**config.mk**
```make
export PLATFORM = sky130hd
export DESIGN_NAME = ordered_list_engine
export DESIGN_NICKNAME = d
export VERILOG_FILES = /design/src/hdl/ole_pkg.sv /design/src/hdl/ole_ctrl.sv /design/src/hdl/ole_dp.sv /design/src/hdl/ordered_list_engine.sv
export SDC_FILE = /design/constraint.sdc
export NUM_CORES = 2
export LEC_CHECK = 0
export ABC_AREA = 1
export BUFFER_PORTS_ARGS = -buffer_cell sky130_fd_sc_hd__buf_2
export CAP_MARGIN = 20
export CORE_ASPECT_RATIO = 0.7
export CORE_UTILIZATION = 45
export CTS_BUF_LIST = sky130_fd_sc_hd__clkbuf_4
export DETAILED_ROUTE_END_ITERATION = 10
export PLACE_DENSITY_LB_ADDON = 0.08
export REMOVE_ABC_BUFFERS = 1
export SYNTH_ARGS = -nofsm -noshare
export SYNTH_HDL_FRONTEND = slang
export SYNTH_HIERARCHICAL = 1
export SYNTH_SLANG_ARGS = --single-unit
```
**constraint.sdc**
```tcl
create_clock -name i_clk -period 7.3 [get_ports i_clk]
set_input_delay 0.73 -clock i_clk [delete_from_list [all_inputs] [get_ports i_clk]]
set_output_delay 0.73 -clock i_clk [all_outputs]
set_load 0.05 [all_outputs]
```
**src/hdl/ole_pkg.sv**
```systemverilog
package ole_pkg;

    localparam int DEPTH = 16;
    localparam int IDX_W = $clog2(DEPTH);
    localparam int CNT_W = $clog2(DEPTH + 1);

    typedef enum logic [2:0] {
        CMD_APPEND     = 3'd0,
        CMD_INSERT     = 3'd1,
        CMD_REMOVE_POS = 3'd2,
        CMD_REMOVE_VAL = 3'd3,
        CMD_READ       = 3'd4
    } t_cmd;

    typedef enum logic [2:0] {
        ST_OK       = 3'd0,
        ST_RANGE    = 3'd1,
        ST_EMPTY    = 3'd2,
        ST_NOTFOUND = 3'd3,
        ST_FULL     = 3'd4
    } t_status;

    typedef struct packed {
        logic [2:0]         cmd;
        logic [4:0]         position;
        logic signed [31:0] value;
    } t_in_word;

    typedef struct packed {
        logic [2:0]         status;
        logic signed [31:0] item_value;
        logic [4:0]         entry_count;
    } t_out_word;

    typedef struct packed {
        logic load;
        logic exec;
    } t_ctl_cmd;

endpackage

```
**src/hdl/ole_ctrl.sv**
```systemverilog
module ole_ctrl import ole_pkg::*; (
    input  logic     i_clk,
    input  logic     i_rst_n,
    input  logic     start,
    output logic     busy,
    output logic     o_valid,
    output t_ctl_cmd o_cmd
);

    typedef enum logic [1:0] {
        S_IDLE = 2'b01,
        S_EXEC = 2'b10
    } t_state;

    t_state r_state;
    t_state n_state;
    logic   r_strobe;

    always_comb begin
        n_state = r_state;
        unique case (r_state)
            S_IDLE: begin
                if (start) begin
                    n_state = S_EXEC;
                end
            end
            S_EXEC: begin
                n_state = S_IDLE;
            end
            default: begin
                n_state = S_IDLE;
            end
        endcase
    end

    always_ff @(posedge i_clk) begin
        if (!i_rst_n) begin
            r_state  <= S_IDLE;
            r_strobe <= 1'b0;
        end else begin
            r_state  <= n_state;
            r_strobe <= (r_state == S_EXEC);
        end
    end

    assign o_cmd.load = (r_state == S_IDLE) && start;
    assign o_cmd.exec = (r_state == S_EXEC);
    assign busy       = (r_state != S_IDLE);
    assign o_valid    = r_strobe;

endmodule

```
**src/hdl/ole_dp.sv**
```systemverilog
module ole_dp import ole_pkg::*; (
    input  logic      i_clk,
    input  logic      i_rst_n,
    input  t_ctl_cmd  i_cmd,
    input  t_in_word  i_word,
    output t_out_word o_result
);

    logic [31:0]      r_cells [DEPTH];
    logic [31:0]      n_cells [DEPTH];
    logic [CNT_W-1:0] r_count;
    logic [CNT_W-1:0] n_count;
    t_in_word         r_in;
    t_out_word        r_out;
    t_out_word        n_out;

    logic [DEPTH-1:0] match;
    logic [IDX_W-1:0] match_idx;
    logic [IDX_W-1:0] ins_idx;
    logic [IDX_W-1:0] rm_idx;
    logic [31:0]      rd_data;
    logic             is_full;
    logic             is_empty;
    logic             pos_gt_cnt;
    logic             pos_ge_cnt;
    logic             do_ins;
    logic             do_rm;

    // compare all live cells against the search value, lowest index wins
    always_comb begin
        match_idx = '0;
        for (int i = 0; i < DEPTH; i++) begin
            match[i] = (32'(i) < 32'(r_count)) && (r_cells[i] == r_in.value);
        end
        for (int i = DEPTH - 1; i >= 0; i--) begin
            if (match[i]) begin
                match_idx = IDX_W'(i);
            end
        end
    end

    assign is_full    = (32'(r_count) >= 32'(DEPTH));
    assign is_empty   = (r_count == '0);
    assign pos_gt_cnt = (32'(r_in.position) > 32'(r_count));
    assign pos_ge_cnt = (32'(r_in.position) >= 32'(r_count));
    assign ins_idx    = (r_in.cmd == CMD_APPEND) ? r_count[IDX_W-1:0]
                                                 : r_in.position[IDX_W-1:0];
    assign rm_idx     = (r_in.cmd == CMD_REMOVE_VAL) ? match_idx
                                                     : r_in.position[IDX_W-1:0];
    assign rd_data    = r_cells[rm_idx];

    always_comb begin
        do_ins            = 1'b0;
        do_rm             = 1'b0;
        n_out.status      = ST_OK;
        n_out.item_value  = '0;
        unique case (r_in.cmd)
            CMD_APPEND: begin
                if (is_full) begin
                    n_out.status = ST_FULL;
                end else begin
                    do_ins = 1'b1;
                end
            end
            CMD_INSERT: begin
                if (pos_gt_cnt) begin
                    n_out.status = ST_RANGE;
                end else if (is_full) begin
                    n_out.status = ST_FULL;
                end else begin
                    do_ins = 1'b1;
                end
            end
            CMD_REMOVE_POS, CMD_READ: begin
                if (is_empty) begin
                    n_out.status = ST_EMPTY;
                end else if (pos_ge_cnt) begin
                    n_out.status = ST_RANGE;
                end else begin
                    n_out.item_value = rd_data;
                    do_rm            = (r_in.cmd == CMD_REMOVE_POS);
                end
            end
            CMD_REMOVE_VAL: begin
                if (is_empty) begin
                    n_out.status = ST_EMPTY;
                end else if (!(|match)) begin
                    n_out.status = ST_NOTFOUND;
                end else begin
                    n_out.item_value = rd_data;
                    do_rm            = 1'b1;
                end
            end
            default: begin
                n_out.status = ST_OK;
            end
        endcase
        n_count = r_count;
        if (do_ins) begin
            n_count = r_count + CNT_W'(1);
        end else if (do_rm) begin
            n_count = r_count - CNT_W'(1);
        end
        n_out.entry_count = 5'(n_count);
    end

    // one step of the shift row: open a gap on insert, close one on remove
    always_comb begin
        for (int i = 0; i < DEPTH; i++) begin
            n_cells[i] = r_cells[i];
            if (do_ins) begin
                if (32'(i) == 32'(ins_idx)) begin
                    n_cells[i] = r_in.value;
                end else if (32'(i) > 32'(ins_idx)) begin
                    n_cells[i] = r_cells[(i == 0) ? 0 : i - 1];
                end
            end else if (do_rm) begin
                if (32'(i) >= 32'(rm_idx)) begin
                    n_cells[i] = r_cells[(i == DEPTH - 1) ? i : i + 1];
                end
            end
        end
    end

    always_ff @(posedge i_clk) begin
        if (!i_rst_n) begin
            r_count <= '0;
        end else if (i_cmd.exec) begin
            r_count <= n_count;
        end
    end

    always_ff @(posedge i_clk) begin
        if (i_cmd.load) begin
            r_in <= i_word;
        end
        if (i_cmd.exec) begin
            r_out <= n_out;
            for (int i = 0; i < DEPTH; i++) begin
                r_cells[i] <= n_cells[i];
            end
        end
    end

    assign o_result = r_out;

endmodule

```
**src/hdl/ordered_list_engine.sv**
```systemverilog
// Channel   Ports                   Handshake
// command   i_word (t_in_word)      taken when start && !busy
// result    o_result (t_out_word)   one cycle wide, marked by o_valid
//
// Each command passes through an accept cycle and an execute cycle in which
// the compare, priority select and one shift of the 16-cell register row all
// settle. The result appears with o_valid the cycle after execute, when the
// engine is already idle and can take the next word.
// Synchronous active-low reset empties the list; cell contents are not cleared.
// The receiver cannot stall: o_valid lasts one cycle.
module ordered_list_engine import ole_pkg::*; (
    input  logic      i_clk,
    input  logic      i_rst_n,
    input  logic      start,
    input  t_in_word  i_word,
    output logic      busy,
    output logic      o_valid,
    output t_out_word o_result
);

    t_ctl_cmd ctl_cmd;

    ole_ctrl u_ctrl (
        .i_clk   (i_clk),
        .i_rst_n (i_rst_n),
        .start   (start),
        .busy    (busy),
        .o_valid (o_valid),
        .o_cmd   (ctl_cmd)
    );

    ole_dp u_dp (
        .i_clk    (i_clk),
        .i_rst_n  (i_rst_n),
        .i_cmd    (ctl_cmd),
        .i_word   (i_word),
        .o_result (o_result)
    );

    a_accept_busy: assert property (@(posedge i_clk) disable iff (!i_rst_n)
        start && !busy |=> busy)
        else $error("accepted word did not raise busy");

    a_exec_result: assert property (@(posedge i_clk) disable iff (!i_rst_n)
        busy |=> o_valid && !busy)
        else $error("execute cycle not followed by a result");

    a_result_idle: assert property (@(posedge i_clk) disable iff (!i_rst_n)
        o_valid |-> !busy && $past(busy))
        else $error("result strobe without a preceding execute cycle");

    a_count_range: assert property (@(posedge i_clk) disable iff (!i_rst_n)
        o_valid |-> 32'(o_result.entry_count) <= 32'(DEPTH))
        else $error("entry count beyond list depth");

endmodule

```
==> qor.csv <==
stage,metric,value,unit
clocking,Max Buffers Root-to-Sink,3,
finish,Post-Route Utilization,49.95,%
critical_path,Worst Path Arrival,7100,ps
sta,Setup TNS,0,ps
sta,Slew HR,11.75,%
route,DR DRC count,0,
floorplan,Core ar.,90480,µm²
finish,most common library cell in the layout ignoring fill and taps,nand2_1,
power_and_ir_drop,worst-case vdd ir drop,0.1565,mV
synthesis,"Top FF cell, synth",edfxtp_1,
synthesis,number of synthesized flops with an enable pin,592,
global_route,largest net degree at the start of global routing,234,
sta,Fin. Hold Viols,0,
critical_path,crit path buf inv count,1,
critical_path,crit-path max cell delay,820,ps
critical_path,critical path start-end classification,flop to flop,
global_route,vias in the first global route,38510,
placement,Port Buffers,84,
placement,placement-stage worst setup slack,1666,ps
floorplan,die width,364.3,µm
critical_path,Critical Path RT,8060,ps
global_route,global-route wire length before repair,300800,µm
finish,most frequent cells in the layout,"1587 x nand2_1, 698 x o21ai_0, 592 x edfxtp_1",
synthesis,Post-Syn Instances,5446,
power_and_ir_drop,Leakage,17.94,nW
clocking,H-Tree Depth,4,
placement,gpl congestion,1.068,
route,routed vias/inst,6.472,
route,post-route antenna net violation count,0,
floorplan,row cnt,92,
clocking,CTS tree,built,
floorplan,starting density of the core,45.70,%
synthesis,combinational family with the most area after synthesis,simple AND/OR/NAND/NOR gates,
run,Max Cap Violations,0,
finish,share of layout cells above drive strength 1,9.654,%
global_route,initial antenna violation count,14,
clocking,Clock transition at path regs,70,ps
synthesis,Synth Area in Simple Gates,24.43,%
floorplan,Die Area,93120,µm²
critical_path,crit-path max FO,32,
outcome,status,finished clean,
finish,number of fill cells in the layout,9207,
clocking,cts bufs inserted,168,
route,uppermost layer routed,met5,
synthesis,post-synthesis compound-gate area fraction,17.18,%
sta,Final Skew,84.27,ps
critical_path,sequence of cells on the critical path,xnor2_1 -> nand4_1 -> nor4_1 -> nand3_1 -> nor4_1 -> nor2b_1 -> nand2_1 -> nor2_1 -> nand2_1 -> nand3_1 -> nand3_1 -> nand2_1 -> a21oi_2 -> o211ai_1 -> a21oi_4 -> buf_4,
sta,WHS,278.1,ps
floorplan,height of the die,255.6,µm
worst_hold_path,Worst Hold Class,input pin to flop,
route,DR vias,43800,
sta,fin crit period,6339,ps
synthesis,Synth Area in Adders,0.2421,%
synthesis,"top cells by area, synth","edfxtp_1 43%, nand2_1 14%, o21ai_0 8.4%",
sta,Slew Limit Fails,0,
route,Post-Route WL,218200,µm
sta,Slew @ Worst Pin,1324,ps
synthesis,sequential share of the synthesized area,43.38,%
synthesis,mux contribution to synthesized area,0,%
clocking,TritonCTS Sinks,600,
sta,final setup fails,0,
power_and_ir_drop,Total Power,8.581,mW
synthesis,"FFs w/ async S/R, synth",0,%
synthesis,YS warnings,6,
synthesis,Syn Area/Cell,7.592,µm²
synthesis,post-synthesis register bit count,600,
critical_path,R2R Setup Slk,960,ps
route,DR WL/cell,32.24,µm
synthesis,post-synth top area cell,edfxtp_1,
sta,fmax,157.8,MHz
critical_path,CP max-delay cell,nor4_1,
sta,period utilization,86.84,%
power_and_ir_drop,PwrDens,189.9,nW/µm²
sta,RSZ-0062 raised after global routing,no,
route,drt initial violations,8293,
clocking,Post-CTS Setup Repair Bufs,0,
route,wire length on met2,82920,µm
synthesis,Netlist Area Pre-Place,41350,µm²
route,M1 WL,86530,µm
placement,Final HPWL DP,155200,µm
global_route,grt ovf,0,
critical_path,Top delay family on crit path,simple AND/OR/NAND/NOR gates,
sta,Final WS setup,961.0,ps
global_route,GRT Util Overall,45.84,%
floorplan,Top Ports,85,
critical_path,crit path launch type,flop,
synthesis,xor and xnor fraction of the mapped netlist area,5.084,%
clocking,root buf cell,clkbuf_4,
route,First-pass DRT Iterations,10,
finish,area growth from synthesis to layout,9.305,%
clocking,Skew-Pair Late Insertion Delay,1180,ps
synthesis,Netlist cell types,48,
route,met3 wire length,42100,µm
finish,Final #Nets,5487,
synthesis,top-area cell type share of the netlist area,42.99,%
critical_path,CP Capture Type,flop,
-- sequential cells by signal, indices dropped and copies added, names as in the netlist --
signal / count
u_ctrl/o_valid: 1
u_dp/r_in: 40
u_dp/r_count: 5
u_ctrl/r_state: 2
u_dp/r_cells: 512
u_dp/o_result: 40
-- cell type report --
| cell class | count | area (µm²) | area share [%] |
|---|---|---|---|
| flip-flops and latches | 600 | 17940 | 39.69 |
| clock buffers | 241 | 1809 | 4.003 |
| inverters | 535 | 2016 | 4.460 |
| clock inverters | 35 | 257.7 | 0.5703 |
| well taps | 1222 | 1529 | 3.383 |
| repair buffers | 259 | 1971 | 4.360 |
| diodes | 4 | 10.01 | 0.02215 |
| multi-input cells | 3872 | 19670 | 43.51 |
-- repair_timing --
item                       4_1_cts  5_1_grt
hold buffers                    43        0
hold endpoints to repair        47        0
setup endpoints to repair        0        0
resized for setup                0        0
-- stage by stage --
step	area, µm²	std cells
after floorplan	39350	5007
after global placement	42680	6444
after detailed placement	42680	6444
after CTS	45170	6763
after global routing	45190	6767
final	45200	6768
-- layer usage --
| layer | up-vias | GRT usage [%] |
|---|---|---|
| met3 | 413 | 24.85 |
| met4 | 16 | 12.91 |
| met2 | 3687 | 59.13 |
| li1 | 18670 | - |
| met5 | - | 0 |
| met1 | 21020 | 64.69 |
-- Yosys cell counts (3+ instances only) --
cell and n:
nand2_1 1596, o21ai_0 698, edfxtp_1 592, inv_1 512, nand3_1 459, o211ai_1 281, clkbuf_1 277, nor2_1 181
xnor2_1 148, o22ai_1 116, buf_2 114, nand4_1 98, xor2_1 92, nor4_1 41, a221oi_1 28, a31oi_1 28
a21oi_1 27, buf_4 25, inv_2 21, nor3_1 19, buf_6 15, buf_1 8, dfxtp_1 8, ha_1 8
o21ai_1 6, a211oi_1 5, and2_1 5, nand3b_1 4, o2111ai_1 4, o221ai_1 3, o31ai_1 3, or2_2 3
-- power breakdown --
part	internal, mW	switching (mW)	leakage, nW
Clock	1.64	1.66	1.22
Sequential	3.81	0.0404	5.49
Combinational	0.344	1.10	11.2
Total	5.79	2.79	17.9
-- kinds of logic (layout without fill, tap and decap cells) --
logic type               count (synthesis)  in the layout
AND/OR/NAND/NOR                       2418           2418
AO/OA/AOI/OAI                         1206           1206
buffers and inverters                  974           1070
flip-flops                             600            600
XOR/XNOR                               240            240
adder cells (fa/ha/maj)                  8              8
other                                    0              4
-- path summary, 6_finish.rpt --
check	from	cells past startpoint	endpoint
hold reg to reg	u_ctrl/r_state[1]	2	u_ctrl/o_valid
setup / recovery	u_dp/r_cells[0][18]	16	u_dp/r_cells[2][31]
setup reg to reg	u_dp/r_cells[0][18]	16	u_dp/r_cells[2][31]
hold / removal	i_word[17]	2	u_dp/r_in[17]
Power figures use the tool's default switching activity.
